**config.mk**
```make
export PLATFORM = sky130hd
export DESIGN_NAME = alfl_ctrl
export DESIGN_NICKNAME = d
export VERILOG_FILES = /design/src/hw/rtl/assert_macros.svh /design/src/hw/rtl/alfl_pkg.sv /design/src/hw/rtl/alfl_ctrl.sv
export SDC_FILE = /design/constraint.sdc
export NUM_CORES = 1
export LEC_CHECK = 0
export BUFFER_PORTS_ARGS = -buffer_cell sky130_fd_sc_hd__buf_2
export CAP_MARGIN = 40
export CORE_ASPECT_RATIO = 1.2
export CORE_MARGIN = 2
export CORE_UTILIZATION = 25
export DETAILED_ROUTE_END_ITERATION = 16
export HOLD_SLACK_MARGIN = 0.08
export PLACE_DENSITY_LB_ADDON = 0.12
export SYNTH_ARGS = -nofsm -noshare
export SYNTH_HDL_FRONTEND = slang
export SYNTH_SLANG_ARGS = --single-unit
```
**constraint.sdc**
```tcl
create_clock -name clk -period 1.8 [get_ports clk]
set_clock_uncertainty 0.1 [all_clocks]
set_input_delay 0.18 -clock clk [delete_from_list [all_inputs] [get_ports clk]]
set_output_delay 0.18 -clock clk [all_outputs]
set_load 0.02 [all_outputs]
```
**src/hw/rtl/assert_macros.svh**
```systemverilog
// ----------------------------------------------------------------------------
// assert_macros.svh
// Assertion macros for the RTL of the linked list block.
// ----------------------------------------------------------------------------
`ifndef ASSERT_MACROS_SVH
`define ASSERT_MACROS_SVH

// A property that must hold at every rising edge outside reset.
`define AST_CHECK(lbl, clk, rstn, prop, msg) \
	lbl: assert property (@(posedge clk) disable iff (!(rstn)) (prop)) else $error(msg);

// A condition that must never be seen outside reset.
`define AST_NEVER(lbl, clk, rstn, cond, msg) \
	`AST_CHECK(lbl, clk, rstn, !(cond), msg)

`endif

```
**src/hw/rtl/alfl_pkg.sv**
```systemverilog
// ----------------------------------------------------------------------------
// alfl_pkg
// Types, constants and codes of the array linked list with free list.
// ----------------------------------------------------------------------------
`timescale 1ns / 1ps
`default_nettype none

package alfl_pkg;

	localparam int NODE_COUNT = 64;
	localparam int IDX_W      = $clog2(NODE_COUNT);
	localparam int LINK_W     = $clog2(NODE_COUNT + 1);
	localparam int STEP_W     = IDX_W;

	localparam logic [LINK_W-1:0] LINK_NULL = LINK_W'(NODE_COUNT);
	localparam logic [STEP_W-1:0] STEP_LAST = STEP_W'(NODE_COUNT - 1);

	localparam int OP_W     = 2;
	localparam int KEY_W    = 64;
	localparam int PHONE_W  = 64;
	localparam int COMP_W   = 8;
	localparam int STATUS_W = 2;
	localparam int COUNT_W  = 7;
	localparam int GUEST_W  = 15;
	localparam int PAY_W    = KEY_W + PHONE_W + COMP_W;

	localparam logic [OP_W-1:0] OP_INSERT = 2'd0;
	localparam logic [OP_W-1:0] OP_REMOVE = 2'd1;
	localparam logic [OP_W-1:0] OP_LOOKUP = 2'd2;

	localparam logic [STATUS_W-1:0] ST_OK      = 2'd0;
	localparam logic [STATUS_W-1:0] ST_FULL    = 2'd1;
	localparam logic [STATUS_W-1:0] ST_MISSING = 2'd2;

	typedef struct packed {
		logic [OP_W-1:0]    opcode;
		logic [KEY_W-1:0]   name_key;
		logic [PHONE_W-1:0] phone;
		logic [COMP_W-1:0]  companions;
	} in_word_t;

	typedef struct packed {
		logic [STATUS_W-1:0] status;
		logic [KEY_W-1:0]    found_key;
		logic [PHONE_W-1:0]  found_phone;
		logic [COMP_W-1:0]   found_companions;
		logic                last;
		logic [COUNT_W-1:0]  entry_count;
		logic [GUEST_W-1:0]  guest_total;
	} out_word_t;

	typedef enum logic [3:0] {
		S_IDLE,
		S_DISPATCH,
		S_INS_RD,
		S_INS_WR,
		S_WALK_REM,
		S_WALK_LK,
		S_REM_PREV,
		S_REM_CUR,
		S_FIN_OK,
		S_FIN_FULL,
		S_FIN_MISS,
		S_FIN_PEND
	} state_t;

	typedef enum logic [2:0] {
		EM_OK,
		EM_FULL,
		EM_MISS,
		EM_PEND_MORE,
		EM_PEND_LAST
	} emit_t;

	typedef struct packed {
		logic  load_item;
		logic  ins_start;
		logic  ins_commit;
		logic  walk_start;
		logic  walk_adv;
		logic  rem_prev;
		logic  rem_cur;
		logic  pend_load;
		logic  emit;
		emit_t emit_kind;
	} cmd_t;

	typedef struct packed {
		logic [OP_W-1:0] op;
		logic            head_null;
		logic            free_null;
		logic            key_match;
		logic            walk_end;
		logic            out_free;
		logic            pend_valid;
	} stat_t;

endpackage

`default_nettype wire

```
**src/hw/rtl/alfl_ctrl.sv**
```systemverilog
// ----------------------------------------------------------------------------
// alfl_ctrl
// Controller of the linked list: sequences insert, remove and lookup.
// ----------------------------------------------------------------------------
`timescale 1ns / 1ps
`default_nettype none

module alfl_ctrl
	import alfl_pkg::*;
(
	input  wire logic  clk,
	input  wire logic  arst_n,
	input  wire logic  in_valid,
	output logic       in_ready,
	input  wire stat_t stat,
	output cmd_t       cmd
);

	state_t state_q;
	state_t state_d;
	logic   hit_go;

	// A lookup hit may proceed once any pending hit can be pushed out.
	assign hit_go = stat.key_match && (!stat.pend_valid || stat.out_free);

	always_ff @(posedge clk or negedge arst_n) begin
		if (!arst_n) begin
			state_q <= S_IDLE;
		end else begin
			state_q <= state_d;
		end
	end

	always_comb begin
		state_d = state_q;
		case (state_q)
			S_IDLE: begin
				if (in_valid) state_d = S_DISPATCH;
			end
			S_DISPATCH: begin
				case (stat.op)
					OP_INSERT: state_d = stat.free_null ? S_FIN_FULL : S_INS_RD;
					OP_REMOVE: state_d = stat.head_null ? S_FIN_MISS : S_WALK_REM;
					OP_LOOKUP: state_d = stat.head_null ? S_FIN_MISS : S_WALK_LK;
					default:   state_d = S_FIN_OK;
				endcase
			end
			S_INS_RD: state_d = S_INS_WR;
			S_INS_WR: state_d = S_FIN_OK;
			S_WALK_REM: begin
				if (stat.key_match) begin
					state_d = S_REM_PREV;
				end else if (stat.walk_end) begin
					state_d = S_FIN_MISS;
				end
			end
			S_WALK_LK: begin
				if (hit_go && stat.walk_end) begin
					state_d = S_FIN_PEND;
				end else if (!stat.key_match && stat.walk_end) begin
					state_d = stat.pend_valid ? S_FIN_PEND : S_FIN_MISS;
				end
			end
			S_REM_PREV: state_d = S_REM_CUR;
			S_REM_CUR:  state_d = S_FIN_OK;
			S_FIN_OK, S_FIN_FULL, S_FIN_MISS, S_FIN_PEND: begin
				if (stat.out_free) state_d = S_IDLE;
			end
			default: state_d = S_IDLE;
		endcase
	end

	always_comb begin
		cmd       = '0;
		in_ready  = 1'b0;
		case (state_q)
			S_IDLE: begin
				in_ready      = 1'b1;
				cmd.load_item = in_valid;
			end
			S_DISPATCH: begin
				cmd.ins_start  = (stat.op == OP_INSERT) && !stat.free_null;
				cmd.walk_start = ((stat.op == OP_REMOVE) || (stat.op == OP_LOOKUP)) &&
				                 !stat.head_null;
			end
			S_INS_WR: cmd.ins_commit = 1'b1;
			S_WALK_REM: begin
				cmd.walk_adv = !stat.key_match && !stat.walk_end;
			end
			S_WALK_LK: begin
				if (stat.key_match) begin
					if (hit_go) begin
						cmd.pend_load = 1'b1;
						cmd.walk_adv  = !stat.walk_end;
						if (stat.pend_valid) begin
							cmd.emit      = 1'b1;
							cmd.emit_kind = EM_PEND_MORE;
						end
					end
				end else begin
					cmd.walk_adv = !stat.walk_end;
				end
			end
			S_REM_PREV: cmd.rem_prev = 1'b1;
			S_REM_CUR:  cmd.rem_cur = 1'b1;
			S_FIN_OK: begin
				cmd.emit      = stat.out_free;
				cmd.emit_kind = EM_OK;
			end
			S_FIN_FULL: begin
				cmd.emit      = stat.out_free;
				cmd.emit_kind = EM_FULL;
			end
			S_FIN_MISS: begin
				cmd.emit      = stat.out_free;
				cmd.emit_kind = EM_MISS;
			end
			S_FIN_PEND: begin
				cmd.emit      = stat.out_free;
				cmd.emit_kind = EM_PEND_LAST;
			end
			default: begin
				cmd = '0;
			end
		endcase
	end

endmodule

`default_nettype wire

```
==> results of run 1 <==
power breakdown:
part	switching [W]	internal [W]
logic	0.000432	0.000448
registers	0.0000493	0.000128
clock network	0.0000374	0.0000746
total	0.000518	0.000651
layer usage:
metal / routed length (um) / vias to the layer above / share of wire / GRT usage
met5: 0 / - / 0 / 0
met4: 0 / 0 / 0 / 0.0119
met3: 76 / 0 / 0.047 / 0.0292
met2: 861 / 18 / 0.53 / 0.207
met1: 683 / 309 / 0.42 / 0.155
li1: - / 345 / - / -
cell type report:
type,count,share of cell area
Inverter,5,0.0204
Timing Repair Buffer,41,0.298
Sequential cell,4,0.112
Clock buffer,3,0.0245
Tap cell,30,0.0408
Multi-Input combinational cell,60,0.505
kinds of logic (layout without fill, tap and decap cells):
logic type / count (synthesis) / count (layout) / share of synthesized area
fa+ha+maj: 4 / 4 / 0.0887
buf+inv: 11 / 49 / 0.0953
compound gates: 22 / 22 / 0.293
flops: 4 / 4 / 0.177
simple gates: 34 / 34 / 0.346
stage by stage:
stage / TNS [ns] / instance area (um2)
3_5_place_dp: 0 / 776
4_1_cts: -0.130 / 845
2_1_floorplan: 0 / 576
3_3_place_gp: 0 / 776
6_report: -0.0628 / 920
5_1_grt: -0.221 / 920
cells in the final DEF (no fill, tap or decap), types with 3 or more instances in the layout:
cell type,n
buf_2,19
buf_4,18
nor2_1,10
nand2_1,5
inv_1,5
o21ai_0,5
a21oi_1,4
ha_1,4
nor3_1,3
nand2b_1,3
clkbuf_4,3
buf_6,3
final timing paths:
| path | cells after the start | to | from | slack, ns |
|---|---|---|---|---|
| setup / recovery | 4 | cmd[8] | state_q[1]$_DFFE_PN0P_ | -0.06 |
| hold / removal | 2 | state_q[2]$_DFFE_PN0P_ | arst_n | 0.18 |
| setup reg to reg | 7 | state_q[1]$_DFFE_PN0P_ | state_q[1]$_DFFE_PN0P_ | 0.04 |
| hold reg to reg | 1 | state_q[0]$_DFFE_PN0P_ | state_q[3]$_DFFE_PN0P_ | 0.44 |
| max in group asynchronous | 2 | state_q[0]$_DFFE_PN0P_ | arst_n | 1.29 |
| min in group clk | 3 | state_q[3]$_DFFE_PN0P_ | stat[1] | 0.22 |
timing repair:
item                                    4_1_cts  5_1_grt
endpoints found under the setup margin        3        8
hold buffers                                  1        0
pin swaps                                     2        4
resized for setup                             4       13
hold endpoints to repair                      4        0
buffers inserted                              3        3
==> impl_metrics.tcl, run 1 <==
set metrics [dict create \
    clk_latency_ns 0.23 \
    die_area_um2 2650 \
    clock_path_buffers 2 \
    grt_pass1_vias 554 \
    area_delta_synth_final_pct 63.0 \
    reg_top3 "state_q: 4 flops" \
    critPathKind "reg -> out" \
    instances_no_fill 143 \
    vias_per_cell 4.70 \
    drc 0 \
    cp.arrival_ns 1.58 \
    num_rows 18 \
    synth_edf_count 0 \
    synthCells 75 \
    cp-end-kind "output port" \
    drt_pre_antenna_iters 4 \
    routed_wl_mm 1.62 \
    regArea_um2 103 \
    root_buffer "clkbuf_4" \
    hold_viol_final 0 \
    cap_violations 0 \
    required_ns 1.52 \
    clk_pin_slew_ns 0.04 \
    synthDistinctLibCells 35 \
    final_util 0.439 \
    fin_crit_sh 1.03 \
    seq_area_frac_synth 0.177 \
    ys_warn_count 0 \
    path_buf_inv 2 \
    fp.dieW_um 47.4 \
    slowest_delay_ns 0.50 \
    synthesis.area_um2 564 \
    dp_cells 133 \
    die_h_um 56.0 \
    grt-ovfl-total 0 \
    clock_sinks 4 \
    cts_tree "built" \
    slew_headroom 0.809 \
    rsz0062_at_grt "yes" \
    drt_iter0_markers 10 \
    synth_top_area_cell "dfrtp_1" \
    synth_top_area_frac 0.177 \
    htree_num_levels 1 \
    grt_max_degree 8 \
    nFillCells 230 \
    io_buffers 23 \
    ant_nets 0 \
    cpMaxStageDelayCell "or4b_4" \
    max-vdd-ir-drop_v 0.000548 \
    worst_pin_slew_ns 0.287 \
    synthesis.nets 90 \
    gp_congestion 0.685 \
    totalPowerFinal_w 0.00117 \
    avgSynthCellArea_um2 7.52 \
    dp_hpwl_mm 1.22 \
    critPathMaxFanout 3 \
    synth_ff_type "dfrtp_1" \
    fin_hold_ws_ns 0.180 \
    numCtsBuffers 3 \
    grt_pass1_wl_mm 2.40 \
    hold_path_class "in -> async" \
    track_usage 0.122 \
    status "finished, violations left" \
    critPathTopFamily "simple AND/OR/NAND/NOR gates" \
    regMostFlops "state_q" \
    startpoint_type "flip-flop" \
    fp.coreArea_um2 2090 \
    synthMostInstantiatedCell "nor2_1" \
    setup_viol 1 \
    ios 24 \
    drive_gt1_frac 0.522 \
    final_nets 130 \
    dpl_worst_slack_ns 0.0809 \
    period_minus_slack_ns 1.86 \
    synth_commonest_cells "10 x nor2_1, 5 x inv_1, 5 x nand2_1, 5 x nor3_1, 5 x o21ai_0" \
    fmax_ghz 0.537 \
    synth_area_leaders "dfrtp_1 18%, ha_1 8.9%, nor2_1 6.7%" \
    diodes 0 \
    grt_antenna_before_repair 0 \
    ys_ff_latch 4 \
    start_util 0.269 \
    setup_ws_ns -0.0628 \
    slew_viol_final 0 \
    largest_register_ffs 4 \
    violations "setup timing" \
    leakagePower_nw 0.435 \
    multiInputGateArea_um2 464 \
    synth_async_sr_flop_share 1.00 \
    num_vias 672 \
    crit_chain "buf_6 > or4b_4 > nor3b_2 > buf_4" \
    post_drt_wl_per_cell_um 11.3 \
    pwr_density_cell_nw_per_um2 1270 \
]
(Power assumes the default switching activity.)
==> run 2, diff against run 1 <==
--- a/config.mk
+++ b/config.mk
@@ -5,14 +5,17 @@
 export SDC_FILE = /design/constraint.sdc
 export NUM_CORES = 1
 export LEC_CHECK = 0
+export ABC_AREA = 1
 export BUFFER_PORTS_ARGS = -buffer_cell sky130_fd_sc_hd__buf_2
 export CAP_MARGIN = 40
 export CORE_ASPECT_RATIO = 1.2
 export CORE_MARGIN = 2
 export CORE_UTILIZATION = 25
+export CTS_CLUSTER_SIZE = 40
 export DETAILED_ROUTE_END_ITERATION = 16
 export HOLD_SLACK_MARGIN = 0.08
 export PLACE_DENSITY_LB_ADDON = 0.12
+export SLEW_MARGIN = 15
 export SYNTH_ARGS = -nofsm -noshare
 export SYNTH_HDL_FRONTEND = slang
 export SYNTH_SLANG_ARGS = --single-unit
==> run 2 against run 1 <==
Effect of this change:
- the flow now finishes without violations
- hold slack lost 0.0048 ns
- design area shrank 13%
- routed wire length is 0.74% lower
- combinational power shrank 30%
- clock-buffer cell count is the same
- global-route usage grew 0.46 points
- setup slack better by 0.16 ns
- cell count rose by 13%
- non-clock buffer count down 16
- synthesized cell count rose by 37%
- area after synthesis up 8.4%
- register-to-register slack improved by 0.38 ns
- largest cell class unchanged
==> impl_metrics.tcl, run 2 <==
set metrics [dict create \
    drc 0 \
    die_area_um2 2860 \
    cts_tree "built" \
    fin_setup_tns_ns 0 \
    avgSynthCellArea_um2 5.94 \
    max-vdd-ir-drop_v 0.000384 \
    synthMostInstantiatedCell "nand2_1" \
    worstSetupEndpoint "cmd[3]" \
    dp_hpwl_mm 1.40 \
    synthDistinctLibCells 16 \
    cpMaxStageDelayCell "dfrtp_2" \
    cap_violations 0 \
    drt_iter0_markers 10 \
    required_ns 1.52 \
    critPathTopFamily "flip-flops" \
    worst_pin_slew_ns 0.239 \
    regMostFlops "state_q" \
    routed_wl_mm 1.61 \
    synth_top_area_frac 0.190 \
    seq_area_frac_synth 0.164 \
    cp.arrival_ns 1.42 \
    dpl_worst_slack_ns 0.299 \
    setup_ws_ns 0.100 \
    numCtsBuffers 3 \
    synth_async_sr_flop_share 1.00 \
    crit_chain "inv_2 > nand2_4 > nor3_2 > nand2_1 > o21ai_0 > buf_2" \
    pwr_density_cell_nw_per_um2 1150 \
    largest_register_ffs 4 \
    vias_per_cell 4.40 \
    synthCells 103 \
    hold_path_class "in -> async" \
    final_util 0.346 \
    slowest_delay_ns 0.43 \
    hold_viol_final 0 \
    synthesis.nets 118 \
    post_drt_wl_per_cell_um 9.99 \
    timing.rr.end "state_q[3]$_DFFE_PN0P_" \
    leakagePower_nw 0.482 \
    critPathKind "reg -> out" \
    r2r_start "state_q[0]$_DFFE_PN0P_" \
    critPathMaxFanout 6 \
    reg2regPathDepth 6 \
    clk_latency_ns 0.24 \
    num_rows 19 \
    ant_nets 0 \
    synth_ff_type "dfrtp_1" \
    ys_warn_count 0 \
    slew_headroom 0.839 \
    synth_edf_count 0 \
    fp.dieW_um 49.2 \
    final_common_cell "nand2_1" \
    slew_viol_final 0 \
    htree_num_levels 1 \
    synth_top_area_cell "nand2_1" \
    setup_viol 0 \
    ys_ff_latch 4 \
    drive_gt1_frac 0.292 \
    synth_area_leaders "nand2_1 19%, dfrtp_1 16%, inv_1 11%" \
    die_h_um 58.2 \
    track_usage 0.126 \
    grt_max_degree 9 \
    fmax_ghz 0.588 \
    fp.coreArea_um2 2310 \
    reg2reg_setup_slack_ns 0.42 \
    synth_commonest_cells "31 x nand2_1, 18 x inv_1, 13 x nor2_1, 10 x nand3_1, 6 x o21ai_0" \
    diodes 0 \
    crit_start "state_q[1]$_DFFE_PN0P_" \
    start_util 0.265 \
    reg_top3 "state_q: 4 flops" \
    area_delta_synth_final_pct 30.3 \
    root_buffer "clkbuf_4" \
    mostFrequentLayoutCells "31 x nand2_1, 23 x buf_2, 18 x inv_1" \
    grt_pass1_wl_mm 2.83 \
    clock_path_buffers 2 \
    num_vias 708 \
    ios 24 \
    period_minus_slack_ns 1.70 \
    clock_sinks 4 \
    fin_crit_sh 0.944 \
    cp-end-kind "output port" \
    startpoint_type "flip-flop" \
    path_buf_inv 2 \
    final_nets 147 \
    gp_congestion 0.860 \
    synthesis.area_um2 612 \
    grt_pass1_vias 713 \
    grt-ovfl-total 0 \
    cp_num_cells 6 \
    grt_antenna_before_repair 0 \
    clk_pin_slew_ns 0.04 \
    drt_pre_antenna_iters 3 \
    status "finished, final reports clean" \
    io_buffers 23 \
]
run 2: routing by layer:
metal  GRT usage  vias to the layer above  routed length (um)
met1       0.134                      311                 656
met2       0.249                       18                 861
met4      0.0612                        0                  35
li1            -                      375                   -
met5           0                        -                   0
met3     0.00773                        4                  56
run 2: area by class of cell:
| cell class | count | area, um2 |
|---|---|---|
| clock buffer | 3 | 22.5 |
| fill | 280 | 1510 |
| inverter | 19 | 71.3 |
| multi-input combinational | 79 | 429 |
| sequential | 4 | 103 |
| tap | 31 | 38.8 |
| timing repair buffer | 25 | 133 |
run 2: timing repair:
action	CTS	global route
endpoints found under the setup margin	0	2
hold endpoints to repair	4	0
gates resized for setup	0	2
hold buffers	1	0
buffers inserted	0	1
run 2: cell families after synthesis:
kind of cell / synth area share
AOI/OAI and AO/OA: 0.106
adders and majority gates: 0.0818
buffers and inverters: 0.135
DFF: 0.164
and+or+nand+nor: 0.513
run 2: metrics by stage:
stage	hold slack, ns	area, um2	std cells	total power (W)
global route	0.191	797	161	0.00101
floorplan	-0.216	612	103	0.000652
global placement	-0.113	754	156	0.000796
detailed placement	-0.113	754	156	0.000794
CTS	0.176	787	160	0.000912
finish	0.175	797	161	0.000913
run 2: how the worst min path moves through the flow:
stage	from	to	slack (ns)
after floorplan	arst_n	state_q[0]$_DFFE_PN0P_	-0.22
after global placement	arst_n	state_q[2]$_DFFE_PN0P_	-0.11
after detailed placement	arst_n	state_q[3]$_DFFE_PN0P_	-0.11
after CTS	arst_n	state_q[2]$_DFFE_PN0P_	0.18
after global routing	arst_n	state_q[3]$_DFFE_PN0P_	0.19
final	arst_n	state_q[2]$_DFFE_PN0P_	0.17
run 2: power by group:
part / internal (W) / switching (W)
Combinational: 0.000204 / 0.000411
Sequential: 0.000130 / 0.0000572
Clock: 0.0000746 / 0.0000365
